`config.mk`:
```
export PLATFORM = sky130hd
export DESIGN_NAME = rectangle_subtract_clip_top
export DESIGN_NICKNAME = d
export VERILOG_FILES = /design/src/sv/rsc_pkg.sv /design/src/sv/rsc_front.sv /design/src/sv/rsc_fifo.sv /design/src/sv/rsc_back.sv /design/src/sv/rectangle_subtract_clip_top.sv
export SDC_FILE = /design/constraint.sdc
export NUM_CORES = 1
export LEC_CHECK = 0
export BUFFER_PORTS_ARGS = -buffer_cell sky130_fd_sc_hd__clkbuf_2
export CORE_UTILIZATION = 50
export CTS_BUF_LIST = sky130_fd_sc_hd__clkbuf_8
export DETAILED_ROUTE_END_ITERATION = 7
export HOLD_SLACK_MARGIN = 0.02
export PLACE_DENSITY = 0.63
export SYNTH_ARGS = -nofsm -noshare
export SYNTH_HDL_FRONTEND = slang
export SYNTH_SLANG_ARGS = --single-unit
export TNS_END_PERCENT = 20
```
`constraint.sdc`:
```
create_clock -name i_clk -period 30.5 [get_ports i_clk]
set_clock_uncertainty 0.2 [all_clocks]
set_input_delay 6.1 -clock i_clk [delete_from_list [all_inputs] [get_ports i_clk]]
set_output_delay 6.1 -clock i_clk [all_outputs]
set_load 0.01 [all_outputs]
```
`src/sv/rsc_pkg.sv`:
```
// Shared types and constants for the rectangle subtract clip block.
package rsc_pkg;

    localparam int COORD_WIDTH = 16;
    localparam int EXT_WIDTH   = COORD_WIDTH + 1;
    localparam int CFG_IDX_W   = 2;
    localparam int QUEUE_DEPTH = 4;
    localparam int NUM_PIECES  = 4;

    typedef logic signed [COORD_WIDTH-1:0] t_coord;
    typedef logic signed [EXT_WIDTH-1:0]   t_coord_ext;

    typedef enum logic [CFG_IDX_W-1:0] {
        CFG_CUT_LEFT   = 2'd0,
        CFG_CUT_TOP    = 2'd1,
        CFG_CUT_RIGHT  = 2'd2,
        CFG_CUT_BOTTOM = 2'd3
    } t_cfg_idx;

    typedef struct packed {
        t_coord src_left;
        t_coord src_top;
        t_coord src_right;
        t_coord src_bottom;
    } t_src;

    typedef struct packed {
        t_coord piece_left;
        t_coord piece_top;
        t_coord piece_right;
        t_coord piece_bottom;
        logic   piece_last;
    } t_piece;

    // One classified rectangle: source edges, clamped cut rows and the
    // inner edges of the four strips, plus which strips are non-empty.
    typedef struct packed {
        t_coord                src_left;
        t_coord                src_top;
        t_coord                src_right;
        t_coord                src_bottom;
        t_coord                cut_top;
        t_coord                cut_bottom;
        t_coord                above_bottom;
        t_coord                left_right;
        t_coord                right_left;
        t_coord                below_top;
        logic [NUM_PIECES-1:0] mask;
    } t_job;

endpackage

```
`src/sv/rsc_front.sv`:
```
// Front end: cut registers, overlap test, clamping and strip classification.
module rsc_front (
    input  logic                       i_clk,
    input  logic                       i_rst_n,
    input  logic                       i_cfg_we,
    input  logic [rsc_pkg::CFG_IDX_W-1:0] i_cfg_idx,
    input  rsc_pkg::t_coord            i_cfg_data,
    input  logic                       i_accept,
    input  rsc_pkg::t_src              i_src,
    output logic                       o_job_push,
    output rsc_pkg::t_job              o_job
);
    import rsc_pkg::*;

    t_coord r_cut_left, r_cut_top, r_cut_right, r_cut_bottom;

    t_coord     cl_c, cr_c, ct_c, cb_c;
    t_coord_ext sl_e, st_e, sr_e, sb_e;
    t_coord_ext left_end, right_start, above_end, below_start;
    logic       overlap;
    logic [NUM_PIECES-1:0] mask;

    always_ff @(posedge i_clk) begin
        if (!i_rst_n) begin
            r_cut_left   <= '0;
            r_cut_top    <= '0;
            r_cut_right  <= '0;
            r_cut_bottom <= '0;
        end else if (i_cfg_we) begin
            unique case (t_cfg_idx'(i_cfg_idx))
                CFG_CUT_LEFT:   r_cut_left   <= i_cfg_data;
                CFG_CUT_TOP:    r_cut_top    <= i_cfg_data;
                CFG_CUT_RIGHT:  r_cut_right  <= i_cfg_data;
                CFG_CUT_BOTTOM: r_cut_bottom <= i_cfg_data;
            endcase
        end
    end

    always_comb begin
        overlap = (r_cut_left <= i_src.src_right) && (r_cut_right >= i_src.src_left) &&
                  (r_cut_top <= i_src.src_bottom) && (r_cut_bottom >= i_src.src_top);

        // clamp the cut to the rectangle
        cl_c = (i_src.src_left > r_cut_left)    ? i_src.src_left   : r_cut_left;
        cr_c = (r_cut_right > i_src.src_right)  ? i_src.src_right  : r_cut_right;
        ct_c = (r_cut_top < i_src.src_top)      ? i_src.src_top    : r_cut_top;
        cb_c = (r_cut_bottom > i_src.src_bottom) ? i_src.src_bottom : r_cut_bottom;

        sl_e = EXT_WIDTH'(i_src.src_left);
        st_e = EXT_WIDTH'(i_src.src_top);
        sr_e = EXT_WIDTH'(i_src.src_right);
        sb_e = EXT_WIDTH'(i_src.src_bottom);

        // one extra bit keeps the edge steps from wrapping
        above_end   = EXT_WIDTH'(ct_c) - EXT_WIDTH'(1);
        left_end    = EXT_WIDTH'(cl_c) - EXT_WIDTH'(1);
        right_start = EXT_WIDTH'(cr_c) + EXT_WIDTH'(1);
        below_start = EXT_WIDTH'(cb_c) + EXT_WIDTH'(1);

        mask[0] = (sl_e <= sr_e) && (st_e <= above_end);
        mask[1] = (sl_e <= left_end) && (ct_c <= cb_c);
        mask[2] = (right_start <= sr_e) && (ct_c <= cb_c);
        mask[3] = (sl_e <= sr_e) && (below_start <= sb_e);

        o_job.src_left     = i_src.src_left;
        o_job.src_top      = i_src.src_top;
        o_job.src_right    = i_src.src_right;
        o_job.src_bottom   = i_src.src_bottom;
        o_job.cut_top      = ct_c;
        o_job.cut_bottom   = cb_c;
        o_job.left_right   = left_end[COORD_WIDTH-1:0];
        o_job.right_left   = right_start[COORD_WIDTH-1:0];
        o_job.below_top    = below_start[COORD_WIDTH-1:0];
        if (overlap) begin
            o_job.above_bottom = above_end[COORD_WIDTH-1:0];
            o_job.mask         = mask;
        end else begin
            // pass the rectangle through whole as the first strip
            o_job.above_bottom = i_src.src_bottom;
            o_job.mask         = NUM_PIECES'(1);
        end

        // a rectangle covered by the cut produces nothing
        o_job_push = i_accept && (o_job.mask != '0);
    end

    ap_push_has_work: assert property (@(posedge i_clk) disable iff (!i_rst_n)
        o_job_push |-> (o_job.mask != '0))
        else $error("job pushed with no strips");

    ap_miss_single: assert property (@(posedge i_clk) disable iff (!i_rst_n)
        (i_accept && !overlap) |-> (o_job_push && o_job.mask == NUM_PIECES'(1)))
        else $error("non-overlapping rectangle not passed through");

    ap_cover_drop: assert property (@(posedge i_clk) disable iff (!i_rst_n)
        (i_accept && overlap && mask == '0) |-> !o_job_push)
        else $error("covered rectangle produced a job");

endmodule

```
`src/sv/rsc_fifo.sv`:
```
// Short job queue between the front end and the piece emitter.
module rsc_fifo #(
    parameter int DEPTH = rsc_pkg::QUEUE_DEPTH
) (
    input  logic          i_clk,
    input  logic          i_rst_n,
    input  logic          i_push,
    input  rsc_pkg::t_job i_data,
    output logic          o_full,
    input  logic          i_pop,
    output rsc_pkg::t_job o_data,
    output logic          o_empty
);
    import rsc_pkg::*;

    localparam int AW = (DEPTH > 1) ? $clog2(DEPTH) : 1;
    localparam int CW = $clog2(DEPTH + 1);

    t_job          r_mem [DEPTH];
    logic [AW-1:0] r_wr, r_rd;
    logic [CW-1:0] r_count;

    function automatic logic [AW-1:0] ptr_inc(input logic [AW-1:0] p);
        return (p == AW'(DEPTH - 1)) ? '0 : p + AW'(1);
    endfunction

    always_ff @(posedge i_clk) begin
        if (i_push) begin
            r_mem[r_wr] <= i_data;
        end
    end

    always_ff @(posedge i_clk) begin
        if (!i_rst_n) begin
            r_wr    <= '0;
            r_rd    <= '0;
            r_count <= '0;
        end else begin
            if (i_push) begin
                r_wr <= ptr_inc(r_wr);
            end
            if (i_pop) begin
                r_rd <= ptr_inc(r_rd);
            end
            unique case ({i_push, i_pop})
                2'b10:   r_count <= r_count + CW'(1);
                2'b01:   r_count <= r_count - CW'(1);
                default: r_count <= r_count;
            endcase
        end
    end

    assign o_data  = r_mem[r_rd];
    assign o_full  = (r_count == CW'(DEPTH));
    assign o_empty = (r_count == '0);

    ap_count_range: assert property (@(posedge i_clk) disable iff (!i_rst_n)
        r_count <= CW'(DEPTH))
        else $error("queue count out of range");

    ap_no_overflow: assert property (@(posedge i_clk) disable iff (!i_rst_n)
        !(i_push && o_full))
        else $error("push into full queue");

    ap_no_underflow: assert property (@(posedge i_clk) disable iff (!i_rst_n)
        !(i_pop && o_empty))
        else $error("pop from empty queue");

endmodule

```
`src/sv/rsc_back.sv`:
```
// Back end: walks job strips, one piece per cycle unless output stalls.
module rsc_back (
    input  logic            i_clk,
    input  logic            i_rst_n,
    input  rsc_pkg::t_job   i_job,
    input  logic            i_job_empty,
    output logic            o_job_pop,
    output rsc_pkg::t_piece o_piece,
    output logic            o_empty,
    input  logic            i_pop
);
    import rsc_pkg::*;

    logic                  r_busy;
    t_job                  r_job;
    logic [NUM_PIECES-1:0] r_mask;
    logic                  r_out_valid;
    t_piece                r_out;

    logic                  out_rdy, emit, load, done;
    logic [NUM_PIECES-1:0] sel, rem;
    t_piece                piece;

    always_comb begin
        sel  = r_mask & (~r_mask + NUM_PIECES'(1));
        rem  = r_mask & ~sel;
        done = (rem == '0);

        piece.piece_left   = r_job.src_left;
        piece.piece_top    = r_job.src_top;
        piece.piece_right  = r_job.src_right;
        piece.piece_bottom = r_job.src_bottom;
        piece.piece_last   = done;
        priority if (r_mask[0]) begin
            piece.piece_bottom = r_job.above_bottom;
        end else if (r_mask[1]) begin
            piece.piece_top    = r_job.cut_top;
            piece.piece_right  = r_job.left_right;
            piece.piece_bottom = r_job.cut_bottom;
        end else if (r_mask[2]) begin
            piece.piece_left   = r_job.right_left;
            piece.piece_top    = r_job.cut_top;
            piece.piece_bottom = r_job.cut_bottom;
        end else begin
            piece.piece_top    = r_job.below_top;
        end

        out_rdy   = !r_out_valid || i_pop;
        emit      = r_busy && out_rdy;
        // fetch the next job when idle or on the current one's last piece
        load      = !i_job_empty && (!r_busy || (emit && done));
        o_job_pop = load;
    end

    always_ff @(posedge i_clk) begin
        if (load) begin
            r_job <= i_job;
        end
        if (emit) begin
            r_out <= piece;
        end
    end

    always_ff @(posedge i_clk) begin
        if (!i_rst_n) begin
            r_busy      <= 1'b0;
            r_mask      <= '0;
            r_out_valid <= 1'b0;
        end else begin
            if (load) begin
                r_busy <= 1'b1;
                r_mask <= i_job.mask;
            end else if (emit) begin
                r_busy <= !done;
                r_mask <= rem;
            end
            if (emit) begin
                r_out_valid <= 1'b1;
            end else if (i_pop) begin
                r_out_valid <= 1'b0;
            end
        end
    end

    assign o_piece = r_out;
    assign o_empty = !r_out_valid;

    ap_busy_has_strip: assert property (@(posedge i_clk) disable iff (!i_rst_n)
        r_busy |-> (r_mask != '0))
        else $error("emitter busy with no strips left");

    ap_hold_result: assert property (@(posedge i_clk) disable iff (!i_rst_n)
        (r_out_valid && !i_pop) |=> (r_out_valid && $stable(r_out)))
        else $error("waiting piece lost or changed");

    ap_load_when_free: assert property (@(posedge i_clk) disable iff (!i_rst_n)
        o_job_pop |-> (!r_busy || (emit && done)))
        else $error("job fetched while strips remain");

endmodule

```
`src/sv/rectangle_subtract_clip_top.sv`:
```
// Top level of the rectangle subtract clip block.
// Removes the configured cut rectangle from each incoming rectangle and
// returns the remaining strips in the order above, left, right, below, with
// piece_last set on the final one; a rectangle missing the cut comes back
// unchanged and one wholly inside the cut gives nothing. The front end
// takes one rectangle per cycle while its job queue has room; the back end
// hands out one piece per cycle through a single output register while
// that register is free or popped; a rectangle gives one to four pieces.
// The first piece passes the job queue, job register and output register.
// The user must write the cut registers through the config port only
// while the block is idle; the block itself does not enforce this.
module rectangle_subtract_clip_top #(
    parameter int QUEUE_DEPTH = rsc_pkg::QUEUE_DEPTH
) (
    input  logic                          i_clk,
    input  logic                          i_rst_n,
    input  logic                          i_cfg_we,
    input  logic [rsc_pkg::CFG_IDX_W-1:0] i_cfg_idx,
    input  rsc_pkg::t_coord               i_cfg_data,
    input  logic                          push,
    output logic                          full,
    input  rsc_pkg::t_src                 i_src,
    output logic                          empty,
    input  logic                          pop,
    output rsc_pkg::t_piece               o_piece
);
    import rsc_pkg::*;

    logic job_push, job_full, job_pop, job_empty;
    t_job job_in, job_out;

    rsc_front u_front (
        .i_clk      (i_clk),
        .i_rst_n    (i_rst_n),
        .i_cfg_we   (i_cfg_we),
        .i_cfg_idx  (i_cfg_idx),
        .i_cfg_data (i_cfg_data),
        .i_accept   (push && !job_full),
        .i_src      (i_src),
        .o_job_push (job_push),
        .o_job      (job_in)
    );

    rsc_fifo #(
        .DEPTH (QUEUE_DEPTH)
    ) u_fifo (
        .i_clk   (i_clk),
        .i_rst_n (i_rst_n),
        .i_push  (job_push),
        .i_data  (job_in),
        .o_full  (job_full),
        .i_pop   (job_pop),
        .o_data  (job_out),
        .o_empty (job_empty)
    );

    rsc_back u_back (
        .i_clk       (i_clk),
        .i_rst_n     (i_rst_n),
        .i_job       (job_out),
        .i_job_empty (job_empty),
        .o_job_pop   (job_pop),
        .o_piece     (o_piece),
        .o_empty     (empty),
        .i_pop       (pop)
    );

    assign full = job_full;

endmodule
```
==> flow_metrics.tcl <==
set metrics [dict create \
    final_nets 3265 \
    power.leakage_uw 0.0172 \
    clk_path_buf_depth 3 \
    worst_hold_startpoint "u_back.r_busy" \
    syn_area_per_cell_um2 15.8 \
    hold_slack_ns 0.299 \
    fin_util_pct 56.7 \
    setup.worst_path.end_class "flop" \
    num_rows 106 \
    initial_utilization_pct 50.7 \
    r2r_cells 28 \
    antenna_left 0 \
    overflow 0 \
    mostFrequentLayoutCell "edfxtp_1" \
    first_iter_violations 2097 \
    io_pins 154 \
    r2r_start "u_front.r_cut_right[1]" \
    drt-total-wl_um 108000 \
    track_usage_pct 25.5 \
    p_switching_uw 1220 \
    numPortBuffers 153 \
    synth_seq_area_share_pct 65.9 \
    clk_pin_slew_worst_paths_ns 0.05 \
    path_class "primary input to flop" \
    switching_share_pct 30.4 \
    tightest_slew_ns 1.14 \
    htreeDepth 4 \
    cpPeakStageDelay_ns 0.61 \
    final_cell_mix "edfxtp_1, nand2_1, ha_1" \
    synthToLayoutAreaGrowth_pct 11.8 \
    finalCritPeriodShare_pct 46.5 \
    max_freq_mhz 70.5 \
    yosysUniqueCellTypes 76 \
    ys_seq_elements 960 \
    dpl.hpwl_um 74200 \
    timing.setup.tns_ns 0 \
    gp_congestion 0.928 \
    intPower_uw 2790 \
    path_common_cell "ha_1" \
    wire_per_inst_um 25.7 \
    synthCells 2690 \
    finalHoldViolations 0 \
    finalWorstSetupSlack_ns 16.31 \
    hold_depth 2 \
    grt_pass1_vias 24500 \
    syn_nets 3013 \
    dieWidth_um 294 \
    hold_class "flop to flop" \
    vias 24300 \
    root_buffer "clkbuf_8" \
    cts_tree "yes" \
    coreArea_mm2 0.0840 \
    cp.required_ns 30.74 \
    postCtsSetupBuffers 0 \
    worstPathArrival_ns 14.43 \
    clock_sinks 960 \
    grt_max_degree 126 \
    placed_area_mm2 0.0447 \
    power_density_mw_per_mm2 84.4 \
    async_reset_ff_share_pct 0 \
    synth_top_flop_cell "edfxtp_1" \
    detail_route.vias_per_cell 5.79 \
    cts-buffers-inserted 156 \
    maxSlewHeadroom_pct 23.2 \
    power_frac_seq_pct 50.1 \
    finalCriticalPeriod_ns 14.19 \
    startpoint_type "primary input" \
    die_area_mm2 0.0863 \
    crit_slowest_cell "buf_4" \
    clk_latency_ns 0.84 \
    comb_power_share_pct 24.2 \
    place_ws_ns 15.47 \
    setup_viol 0 \
    cts_hold_buffers 0 \
    cp-startpoint "i_src[24]" \
    post-route-drc-count 0 \
    synth_edf_count 881 \
    stdcell_area_mm2 0.0476 \
    die_h_um 294 \
    cap_violations 0 \
    slew_violations 0 \
    firstDrtPassIters 5 \
    worstPathMaxFanout 39 \
    fillers 6597 \
    yosysWarnings 0 \
    antenna_found_initial 8 \
    p_clk_share_pct 25.7 \
    grt_pass1_wl_um 159000 \
    drive_above_1_share_pct 20.2 \
    cts_resized 0 \
    rsz0062_at_grt "false" \
    run_status "completed" \
    synth_area_mm2 0.0426 \
    vdd_drop_max_mv 0.0648 \
]
## power groups by stage
stage                     logic [uW]  clock network, uW  registers [uW]
after floorplan                  635                  0            2040
after global placement           976                  0            2030
after detailed placement         987                  0            2040
after CTS                        992               1060            2020
after global routing            1050               1110            2040
final                            973               1030            2010
## state kept, by name, summed over array words and instances, names as in the netlist, named ones only
name / count
u_fifo.r_mem: 656
u_front.r_cut_top: 16
u_front.r_cut_left: 16
u_fifo.r_count: 3
u_back.r_busy: 1
u_front.r_cut_right: 16
u_back.r_job: 160
u_front.r_cut_bottom: 16
u_back.r_mask: 4
u_back.o_piece: 65
u_fifo.r_rd: 2
u_back.r_out_valid: 1
u_fifo.r_wr: 2
## metal layers
layer,vias up,track usage [%],wire (um),part of all wire [%]
met3,151,5.11,7040,6.5
met2,793,37.6,47800,44
met5,-,0,14,0.013
met1,12400,38.4,50700,47
met4,2,7.53,2300,2.1
li1,11000,-,-,-
## worst paths after layout
| kind | to | slack (ns) |
|---|---|---|
| worst min-delay path | u_back.r_busy | 0.30 |
| worst min register to register | u_back.r_busy | 0.30 |
| worst max register to register | u_fifo.r_mem[1][155] | 21.43 |
| worst max-delay path | u_fifo.r_mem[1][155] | 16.31 |
## cell families (layout without fill, tap and decap cells)
family	after synthesis	in the layout	share of synthesized area, %
buffers and inverters	238	607	2.14
adder cells (fa/ha/maj)	237	237	6.98
flip-flops	960	960	65.9
multiplexers	300	300	12.0
other	0	5	0
XOR/XNOR	75	75	1.54
AO/OA/AOI/OAI	357	357	5.54
AND/OR/NAND/NOR	523	523	5.91
## per-stage QoR
stage,instances,total power (uW)
finish,4198,4010
global placement,3918,3000
CTS,4193,4070
floorplan,2690,2670
detailed placement,3918,3030
global route,4195,4200
## worst max-delay path: cells and delay by family
kind / cells / cell delay (ns)
adder cells (fa/ha/maj): 3 / 1.04
multiplexers: 1 / 0.34
AND/OR/NAND/NOR: 9 / 2.36
AO/OA/AOI/OAI: 10 / 2.73
buffers and inverters: 4 / 1.57
XOR/XNOR: 1 / 0.16
## cells in the mapped netlist (all sizes together) (4+ instances only)
cell type,count,area (um2)
and3,19,119
dfxtp,79,1580
o211ai,9,67.6
a211o,4,35.0
nor4,14,115
o221ai,4,35.0
nand2,245,927
edfxtp,881,26500
a211oi,12,95.1
mux4,164,3690
mux2i,88,881
a21o,38,285
clkbuf,58,218
o21ai,92,460
nor2,62,235
nor2b,24,150
a21boi,72,541
a31oi,12,75.1
xnor2,65,569
nand4,44,275
ha,235,2940
o21a,19,143
mux2,48,544
a21oi,61,305
buf,28,121
nand3,48,240
and2,9,56.3
or3,5,31.3
inv,152,571
nor3,24,158
nand2b,7,43.8
or2,9,56.3
xor2,10,87.6
## layout make-up
cell class | instances | area [um2] | area share [%]
multi-input combinational | 1492 | 13700 | 28.7
sequential | 960 | 28000 | 59.0
timing repair buffer | 180 | 993 | 2.09
tap | 1134 | 1420 | 2.98
inverter | 152 | 577 | 1.21
clock buffer | 159 | 2190 | 4.60
clock inverter | 116 | 686 | 1.44
antenna | 5 | 12.5 | 0.0263
Power figures use the tool's default switching activity.
